==> src/hw/rtl/pss_pkg.sv <==
package pss_pkg;

  localparam int NREGS = 4;
  localparam int IMP_MULT = 10;
  localparam logic [5:0] EMPTY_IMP = 6'd63;
  localparam logic [4:0] REG_RESET [NREGS] = '{5'd7, 5'd9, 5'd4, 5'd12};

  localparam logic [1:0] ACT_QUERY   = 2'd0;
  localparam logic [1:0] ACT_ALLOC   = 2'd1;
  localparam logic [1:0] ACT_DEALLOC = 2'd2;
  localparam logic [1:0] ACT_SCHED   = 2'd3;

  typedef struct packed {
    logic [1:0]  action;
    logic [3:0]  user;
    logic [1:0]  level;
    logic [1:0]  precedence;
    logic [15:0] allocated_mask;
  } req_t;

  typedef struct packed {
    logic [4:0] count;
    logic       granted;
    logic [3:0] granted_user;
    logic [1:0] granted_level;
  } rsp_t;

  typedef struct packed {
    logic [3:0] owner;
    logic [1:0] precedence;
    logic [3:0] entry_number;
    logic [5:0] importance;
  } slot_t;

  typedef enum logic [3:0] {
    ST_IDLE,
    ST_LRD,
    ST_LCAP,
    ST_SEL,
    ST_RES,
    ST_DRD,
    ST_DCHK,
    ST_SLVL,
    ST_SCHK,
    ST_FIN
  } state_t;

  function automatic logic [5:0] entry_imp(logic [1:0] p, int k);
    int v;
    v = (k == 0) ? int'(p) : IMP_MULT * int'(p) + k;
    return (v > int'(EMPTY_IMP)) ? EMPTY_IMP : 6'(v);
  endfunction

endpackage

==> src/hw/rtl/priority_slot_scheduler_top.sv <==
// Channel | Direction | Handshake               | Payload
// req     | in        | req_valid / req_stall   | pss_pkg::req_t
// rsp     | out       | rsp_valid / rsp_stall   | pss_pkg::rsp_t
// cfg     | in        | cfg_valid / cfg_ready   | cfg_index, cfg_data
//
// One item at a time; the slot memory has one read and one write port.
// Query/allocate: capture the n active slots of the level, then up to n passes that
// scan them for the best one and resolve it. Deallocate: check all SLOTS slots of the
// level. Schedule: check slots level by level until a grant or two full passes end.
// Reset is synchronous; slot valid bits reset in flops, so no clearing pass. A stalled
// result holds; the next request is taken once the block is back in idle.
module priority_slot_scheduler_top #(
  parameter int LEVELS = 4,
  parameter int SLOTS  = 16,
  parameter int USERS  = 16
) (
  input  logic            clk,
  input  logic            rst,
  input  logic            req_valid,
  output logic            req_stall,
  input  pss_pkg::req_t   req,
  output logic            rsp_valid,
  input  logic            rsp_stall,
  output pss_pkg::rsp_t   rsp,
  input  logic            cfg_valid,
  output logic            cfg_ready,
  input  logic [1:0]      cfg_index,
  input  logic [4:0]      cfg_data
);
  import pss_pkg::*;

  localparam int NSLOT = LEVELS * SLOTS;
  localparam int AW    = $clog2(NSLOT);
  localparam int IW    = $clog2(SLOTS);
  localparam int CW    = $clog2(SLOTS + 1);
  localparam int LCW   = $clog2(LEVELS + 1);
  localparam int LIW   = (LEVELS > 1) ? $clog2(LEVELS) : 1;

  state_t state, state_next;

  logic [4:0]       slots_reg [NREGS];
  logic [NSLOT-1:0] valid_bits;
  slot_t            mem [NSLOT];
  slot_t            mem_q;
  logic             vld_q;
  logic [CW-1:0]    cursor [LEVELS];

  req_t             cur;
  logic [CW-1:0]    n, idx, kk, cnt;
  logic [IW-1:0]    best;
  logic             have;
  logic [5:0]       best_imp;
  logic [5:0]       loc_imp [SLOTS];
  logic [3:0]       loc_owner [SLOTS];
  logic [SLOTS-1:0] loc_valid, used;
  logic             granted;
  logic [3:0]       g_user;
  logic [1:0]       g_level;
  logic             sch_pass;
  logic [LCW-1:0]   sch_l;
  logic [LEVELS-1:0] nonempty;

  logic [CW-1:0]    lvl_n [LEVELS];
  logic             accept, bad, hit, cand, sch_hit, lvl_end, fin_go;
  logic [CW-1:0]    req_n, sch_n, cur_c;
  logic [5:0]       imp_k;
  logic [IW-1:0]    j;
  logic [AW-1:0]    rd_addr, wr_addr;
  logic             mem_we, wr_valid;
  slot_t            wr_data;

  function automatic logic [AW-1:0] addr_of(int l, int i);
    return AW'(l * SLOTS + i);
  endfunction

  always_comb begin
    int r;
    for (int l = 0; l < LEVELS; l++) begin
      r = (l < NREGS) ? int'(slots_reg[l % NREGS]) : SLOTS;
      lvl_n[l] = (r > SLOTS) ? CW'(SLOTS) : CW'(r);
    end
  end

  assign cfg_ready = 1'b1;
  assign req_stall = (state != ST_IDLE);
  assign accept    = req_valid && !req_stall;
  assign bad       = (int'(req.level) >= LEVELS) || (int'(req.user) >= USERS);
  assign req_n     = lvl_n[LIW'(req.level)];
  assign sch_n     = lvl_n[sch_l[LIW-1:0]];
  assign cur_c     = cursor[sch_l[LIW-1:0]];
  assign lvl_end   = (int'(sch_l) == LEVELS);
  assign imp_k     = entry_imp(cur.precedence, int'(kk));
  assign hit       = (imp_k >= loc_imp[best]);
  assign j         = idx[IW-1:0];
  assign cand      = !used[j] && (!have || (loc_imp[j] > best_imp));
  assign sch_hit   = vld_q && cur.allocated_mask[mem_q.owner];
  assign fin_go    = !rsp_valid || !rsp_stall;

  always_comb begin
    state_next = state;
    unique case (state)
      ST_IDLE: begin
        if (accept) begin
          if (req.action == ACT_SCHED) begin
            state_next = ST_SLVL;
          end else if (bad) begin
            state_next = ST_FIN;
          end else if (req.action == ACT_DEALLOC) begin
            state_next = ST_DRD;
          end else if (req_n == '0) begin
            state_next = ST_FIN;
          end else begin
            state_next = ST_LRD;
          end
        end
      end
      ST_LRD:  state_next = ST_LCAP;
      ST_LCAP: state_next = (idx + 1'b1 == n) ? ST_SEL : ST_LRD;
      ST_SEL:  state_next = (idx + 1'b1 == n) ? ST_RES : ST_SEL;
      ST_RES:  state_next = (hit || (kk + 1'b1 == n)) ? ST_FIN : ST_SEL;
      ST_DRD:  state_next = ST_DCHK;
      ST_DCHK: state_next = (int'(idx) == SLOTS - 1) ? ST_FIN : ST_DRD;
      ST_SLVL: begin
        if (lvl_end) begin
          if (sch_pass) begin
            state_next = ST_FIN;
          end
        end else if (nonempty[sch_l[LIW-1:0]] && (cur_c < sch_n)) begin
          state_next = ST_SCHK;
        end
      end
      ST_SCHK: state_next = sch_hit ? ST_FIN : ST_SLVL;
      ST_FIN:  state_next = fin_go ? ST_IDLE : ST_FIN;
      default: state_next = ST_IDLE;
    endcase
  end

  always_comb begin
    rd_addr  = '0;
    mem_we   = 1'b0;
    wr_addr  = '0;
    wr_valid = 1'b0;
    wr_data  = '{owner: 4'd0, precedence: 2'd0, entry_number: 4'd0, importance: EMPTY_IMP};
    unique case (state)
      ST_LRD, ST_DRD: rd_addr = addr_of(int'(cur.level), int'(idx));
      ST_SLVL:        rd_addr = addr_of(int'(sch_l), int'(cur_c));
      ST_RES: begin
        if (cur.action == ACT_ALLOC && !hit) begin
          mem_we   = 1'b1;
          wr_valid = 1'b1;
          wr_addr  = addr_of(int'(cur.level), int'(best));
          wr_data  = '{owner: cur.user, precedence: cur.precedence,
                       entry_number: 4'(kk), importance: imp_k};
        end
      end
      ST_DCHK: begin
        if (vld_q && mem_q.owner == cur.user) begin
          mem_we  = 1'b1;
          wr_addr = addr_of(int'(cur.level), int'(idx));
        end
      end
      default: rd_addr = '0;
    endcase
  end

  always_ff @(posedge clk) begin
    if (mem_we) begin
      mem[wr_addr] <= wr_data;
    end
    mem_q <= mem[rd_addr];
    vld_q <= valid_bits[rd_addr];
  end

  always_ff @(posedge clk) begin
    if (rst) begin
      state      <= ST_IDLE;
      rsp_valid  <= 1'b0;
      valid_bits <= '0;
      for (int r = 0; r < NREGS; r++) begin
        slots_reg[r] <= REG_RESET[r];
      end
      for (int l = 0; l < LEVELS; l++) begin
        cursor[l] <= '0;
      end
    end else begin
      state <= state_next;
      if (cfg_valid) begin
        slots_reg[cfg_index] <= cfg_data;
      end
      if (mem_we) begin
        valid_bits[wr_addr] <= wr_valid;
      end
      if (state == ST_FIN && fin_go) begin
        rsp_valid <= 1'b1;
      end else if (!rsp_stall) begin
        rsp_valid <= 1'b0;
      end
      if (state == ST_SLVL && !lvl_end && nonempty[sch_l[LIW-1:0]]) begin
        if (cur_c >= sch_n) begin
          cursor[sch_l[LIW-1:0]] <= '0;
        end else begin
          cursor[sch_l[LIW-1:0]] <= cur_c + 1'b1;
        end
      end
    end

    unique case (state)
      ST_IDLE: begin
        cur      <= req;
        n        <= req_n;
        idx      <= '0;
        kk       <= '0;
        cnt      <= '0;
        have     <= 1'b0;
        used     <= '0;
        granted  <= 1'b0;
        g_user   <= '0;
        g_level  <= '0;
        sch_pass <= 1'b0;
        sch_l    <= '0;
        for (int l = 0; l < LEVELS; l++) begin
          nonempty[l] <= valid_bits[l * SLOTS];
        end
      end
      ST_LCAP: begin
        loc_imp[j]   <= vld_q ? mem_q.importance : EMPTY_IMP;
        loc_owner[j] <= mem_q.owner;
        loc_valid[j] <= vld_q;
        idx          <= (idx + 1'b1 == n) ? '0 : idx + 1'b1;
      end
      ST_SEL: begin
        if (cand) begin
          best     <= j;
          best_imp <= loc_imp[j];
          have     <= 1'b1;
        end
        idx <= (idx + 1'b1 == n) ? '0 : idx + 1'b1;
      end
      ST_RES: begin
        if (!hit) begin
          used[best] <= 1'b1;
          have       <= 1'b0;
          kk         <= kk + 1'b1;
          if (cur.action == ACT_ALLOC || !loc_valid[best] ||
              loc_owner[best] != cur.user) begin
            cnt <= cnt + 1'b1;
          end
        end
      end
      ST_DCHK: begin
        if (vld_q && mem_q.owner == cur.user) begin
          cnt <= cnt + 1'b1;
        end
        idx <= idx + 1'b1;
      end
      ST_SLVL: begin
        if (lvl_end) begin
          sch_pass <= 1'b1;
          sch_l    <= '0;
        end else if (!nonempty[sch_l[LIW-1:0]] || cur_c >= sch_n) begin
          sch_l <= sch_l + 1'b1;
        end
      end
      ST_SCHK: begin
        if (sch_hit) begin
          granted <= 1'b1;
          g_user  <= mem_q.owner;
          g_level <= 2'(sch_l);
        end
      end
      ST_FIN: begin
        if (fin_go) begin
          rsp <= '{count: 5'(cnt), granted: granted, granted_user: g_user,
                   granted_level: g_level};
        end
      end
      default: begin
        idx <= idx;
      end
    endcase
  end

  a_accept_busy: assert property (@(posedge clk) disable iff (rst)
    (req_valid && !req_stall) |=> (state != ST_IDLE))
    else $error("accepted request did not start work");

  a_grant_no_count: assert property (@(posedge clk) disable iff (rst)
    (rsp_valid && rsp.granted) |-> (rsp.count == 5'd0))
    else $error("grant carries a nonzero count");

  a_write_state: assert property (@(posedge clk) disable iff (rst)
    mem_we |-> (state == ST_RES || state == ST_DCHK))
    else $error("slot write outside update states");

  a_fin_output: assert property (@(posedge clk) disable iff (rst)
    (state == ST_FIN && fin_go) |=> rsp_valid)
    else $error("finished item did not reach the output");

endmodule
==> config.mk <==
export PLATFORM = sky130hd
export DESIGN_NAME = priority_slot_scheduler_top
export DESIGN_NICKNAME = d
export VERILOG_FILES = /design/src/hw/rtl/pss_pkg.sv /design/src/hw/rtl/priority_slot_scheduler_top.sv
export SDC_FILE = /design/constraint.sdc
export NUM_CORES = 1
export LEC_CHECK = 0
export BUFFER_PORTS_ARGS = -buffer_cell sky130_fd_sc_hd__buf_2
export CAP_MARGIN = 30
export CORE_UTILIZATION = 40
export DETAILED_ROUTE_END_ITERATION = 8
export HOLD_SLACK_MARGIN = 0.12
export PLACE_DENSITY = 0.61
export SLEW_MARGIN = 20
export SYNTH_ARGS = -nofsm -noshare
export SYNTH_HDL_FRONTEND = slang
export SYNTH_SLANG_ARGS = --single-unit
export TNS_END_PERCENT = 50
==> constraint.sdc <==
create_clock -name clk -period 5.8 [get_ports clk]
set_input_delay 0.29 -clock clk [delete_from_list [all_inputs] [get_ports clk]]
set_output_delay 0.29 -clock clk [all_outputs]
set_load 0.03 [all_outputs]
==> summary.md <==
| Metric | Value |
|---|---|
| Status | completed |
| Inserted Diodes | 0 |
| Congestion Overflow GR | 0 |
| Met3 GRT Util | 3.750% |
| DR iter-0 viols | 2916 |
| Int Power | 14.46 mW |
| Crit-path cells | buf_12, mux4_2, mux4_2, inv_1, ha_1, a21o_1, a21oi_1, o211a_1, a22o_1, nand2b_1, nor2_1 |
| Max FFs per register | 640 |
| Yosys reg bits | 1046 |
| RSZ-0062 raised after global routing | false |
| Largest net degree at the start of global routing | 75 |
| Endpoint, Worst Hold | cur[15]$_DFFE_PP_ |
| Drt wl/cell | 24.59 um |
| Met2 Track Usage GR | 32.69% |
| Main flop type after synthesis | edfxtp_1 |
| Max-slew headroom | 33.71% |
| Clk sink count | 1046 |
| CP Data Arrival Time | 5640 ps |
| Total track usage | 20.54% |
| Crit path depth | 11 |
| Most flops, register | mem |
| Clock-pin transition on the worst setup and hold timing paths | 60 ps |
| Die Y | 333.4 um |
| DR pass1 iterations | 6 |
| Sw power | 6.629 mW |
| Starting Density | 40.35% |
| Cts repair resizes | 0 |
| Netlist cell types | 73 |
| Crit path buf inv count | 2 |
| Synthesized instance count | 3037 |
| Port bufs | 51 |
| Worst slew pin tran | 987.8 ps |
| Max Clk Rate | 0.1874 GHz |
| CORE AREA | 0.1089 sq mm |
| Power, Total | 21.08 mW |
| Setup Viol. Count Final | 0 |
| Comb power frac | 23.2% |
| Period utilisation layout | 91.98% |
| Bufs on Longest Clock Path | 3 |
| Final Cell Area | 0.05023 sq mm |
| FF-to-FF End | mem[4][3]$_DFFE_PP_ |
| GR peak layer | met2 |
| Sequential-to-total area share from yosys stat | 69.46% |
| Routability cong. | 0.8915 |
| Antenna viol nets, final | 0 |
| Power per standard cell area | 419.8 mW/mm^2 |
| Vias in the first global route | 25.73k |
| Clock root buffer | clkbuf_16 |
| Pins Over Slew Limit | 0 |
| Clock Skew | 38.07 ps |
| Most used cell, CP | mux4_2 |
| First-pass GRT wire length | 170300 um |
| Flop pwr share | 44.5% |
| MaxCap Viol Count | 0 |
| Clock network fraction of total power | 32.4% |
| CTS H-tree depth | 3 |
| Layout net count | 3260 |
| Drt drc | 0 |
| R2r setup slk | 470 ps |
| Pre-CTS setup slack | 487.5 ps |
| CP max FO | 32 |
| # IOs | 53 |
| Die X | 333.4 um |
| Row cnt | 121 |
| Cell Count, Final, Fillers Out | 4695 |
| Number of flops mapped to enable cells by yosys | 956 |
| Hold path cells | 2 |
| CP Class | register to register |
| Setup TNS Final | 0 ps |
| Met1 Resource Use GR | 28.39% |
| Hold Crit Class | input pin to register |
| Yosys synthesis warning count | 0 |
| Largest registers | mem (640), loc_imp (96) |
| Crit path launch type | register |
| Peak supply drop | 268.1 uV |
| Fin Hold WS | 299.0 ps |
| Critical-path top delay cell | nor2_1 |
| Syn nets | 3110 |
| Inst Count DP | 4447 |
| Hold wc startpoint | req[15] |
| Area Overhead vs Synth | 14.35% |
| Final Hold Vio Count | 0 |
| Initial antenna violation count | 6 |
| Reg2reg path depth | 11 |
| Via count | 26.28k |
| Final worst path period need | 5335 ps |
| DIE AREA | 0.1111 sq mm |
| Static leakage | 18.13 nW |
| Core Util, Final | 46.14% |
| Syn_area_per_cell | 14.46 sq um |
| Worst skew pair latency | 700 ps |
| Crit end category | register |
| Critical path's largest stage delay | 860 ps |
| CP Data Required Time | 6110 ps |
| Cell family contributing the most delay on the critical path | compound AO/OA/AOI/OAI gates |
| CTS tree | done |
| Final WL | 115400 um |
| Synthesized area | 0.04392 sq mm |
| Post-synth ARST share | 0% |
| Switching share of power | 31.44% |
| Area of placed instances | 0.04629 sq mm |
| Hpwl dp | 71200 um |
| Final worst slack | 465.1 ps |
| Share of post-route cells with drive strength above 1 | 15.79% |
| Vias per inst | 5.597 |
| Total CTS buffers | 107 |
-- area by class of cell --
cell class / instances / area [sq um]
sequential: 1046 / 30510
inverter: 38 / 142.6
clock inverter: 50 / 509.2
multi-input combinational: 1765 / 12500
fill: 9465 / 58630
timing repair buffer: 229 / 1809
clock buffer: 153 / 2982
tap: 1414 / 1769
-- power by group through the flow --
stage	Clock, mW	Sequential [mW]	Combinational (mW)
6_report	6.83	9.38	4.88
5_1_grt	7.19	9.42	5.22
4_1_cts	6.93	9.38	4.87
3_5_place_dp	0	9.53	4.83
3_3_place_gp	0	9.53	4.81
2_1_floorplan	0	9.27	3.18
-- layer usage --
metal,vias to the layer above,wire (um)
met1,13220,48970
li1,11790,-
met5,-,11
met3,235,8621
met4,2,3719
met2,1039,54110
-- layout by cell type (no fill, tap or decap), types with 6 or more instances in the layout --
master	n
edfxtp_1	956
nand2_1	463
nand3_1	215
mux2i_1	174
nor2_1	138
buf_4	127
mux4_2	116
clkbuf_16	108
nand2b_1	94
dfxtp_1	88
a21oi_1	60
o21ai_0	56
buf_2	51
nand4_1	47
dlygate4sd3_1	41
nor2b_1	40
inv_1	37
a32oi_1	35
ha_1	34
clkbuf_1	34
a211oi_1	24
a31oi_1	23
xor2_1	20
a21o_1	20
a221oi_1	20
clkinv_2	20
and2_1	18
and3_1	15
a22oi_1	15
xnor2_1	14
clkinv_1	14
nor2_2	12
clkbuf_8	11
nor3_1	9
buf_12	8
bufinv_16	7
or2_2	6
o21a_1	6
-- timing repair --
action,in CTS,in global routing
hold endpoints to repair,61,0
endpoints found under the setup margin,0,0
setup buffers,0,0
hold buffers,41,0
-- synth_stat cells, drive strengths merged (3+ instances only) --
library cell / number / share of area [%]
and3: 15 / 0.21
xor2: 20 / 0.40
o22ai: 5 / 0.071
clkbuf: 109 / 0.93
a221oi: 22 / 0.47
and2: 24 / 0.34
dfxtp: 90 / 4.1
nand3: 215 / 2.4
o21a: 6 / 0.10
nor2b: 40 / 0.57
xnor2: 14 / 0.28
or3: 3 / 0.043
nand2b: 97 / 1.4
edfxtp: 956 / 65
o2111ai: 4 / 0.080
o21ai: 61 / 0.70
nor3: 15 / 0.19
a31oi: 24 / 0.34
buf: 79 / 1.2
nand2: 465 / 4.0
or2: 6 / 0.085
o311ai: 3 / 0.060
mux4: 118 / 6.1
nor4: 4 / 0.057
nor3b: 4 / 0.094
a21o: 20 / 0.34
mux2: 5 / 0.13
a22oi: 15 / 0.26
mux2i: 174 / 4.0
ha: 34 / 0.97
nand4: 47 / 0.67
a21oi: 62 / 0.72
a32oi: 35 / 0.70
inv: 38 / 0.32
a211oi: 24 / 0.41
nor2: 150 / 1.3
-- worst max-delay path by stage --
| stage | from | to | slack, ps |
|---|---|---|---|
| after floorplan | register | mem[0][3]$_DFFE_PP_ | 60 |
| after global placement | register | mem[32][15]$_DFFE_PP_ | 630 |
| after detailed placement | register | mem[4][3]$_DFFE_PP_ | 490 |
| after CTS | register | mem[4][3]$_DFFE_PP_ | 490 |
| after global routing | register | mem[20][4]$_DFFE_PP_ | 240 |
| final | register | mem[4][3]$_DFFE_PP_ | 470 |
-- cells by family (layout without fill, tap and decap cells) --
group | count (synthesis) | in the layout | synth area share (%)
AOI/OAI and AO/OA | 304 | 304 | 4.715
xor gates and xnor gates | 34 | 34 | 0.6780
adders and majority gates | 35 | 35 | 1.014
buffers and inverters | 226 | 470 | 2.438
DFF | 1046 | 1046 | 69.46
muxes | 297 | 297 | 10.16
other | 1 | 1 | 0.008538
and+or+nand+nor | 1094 | 1094 | 11.52
No activity file was read; power rests on OpenSTA's default activity.
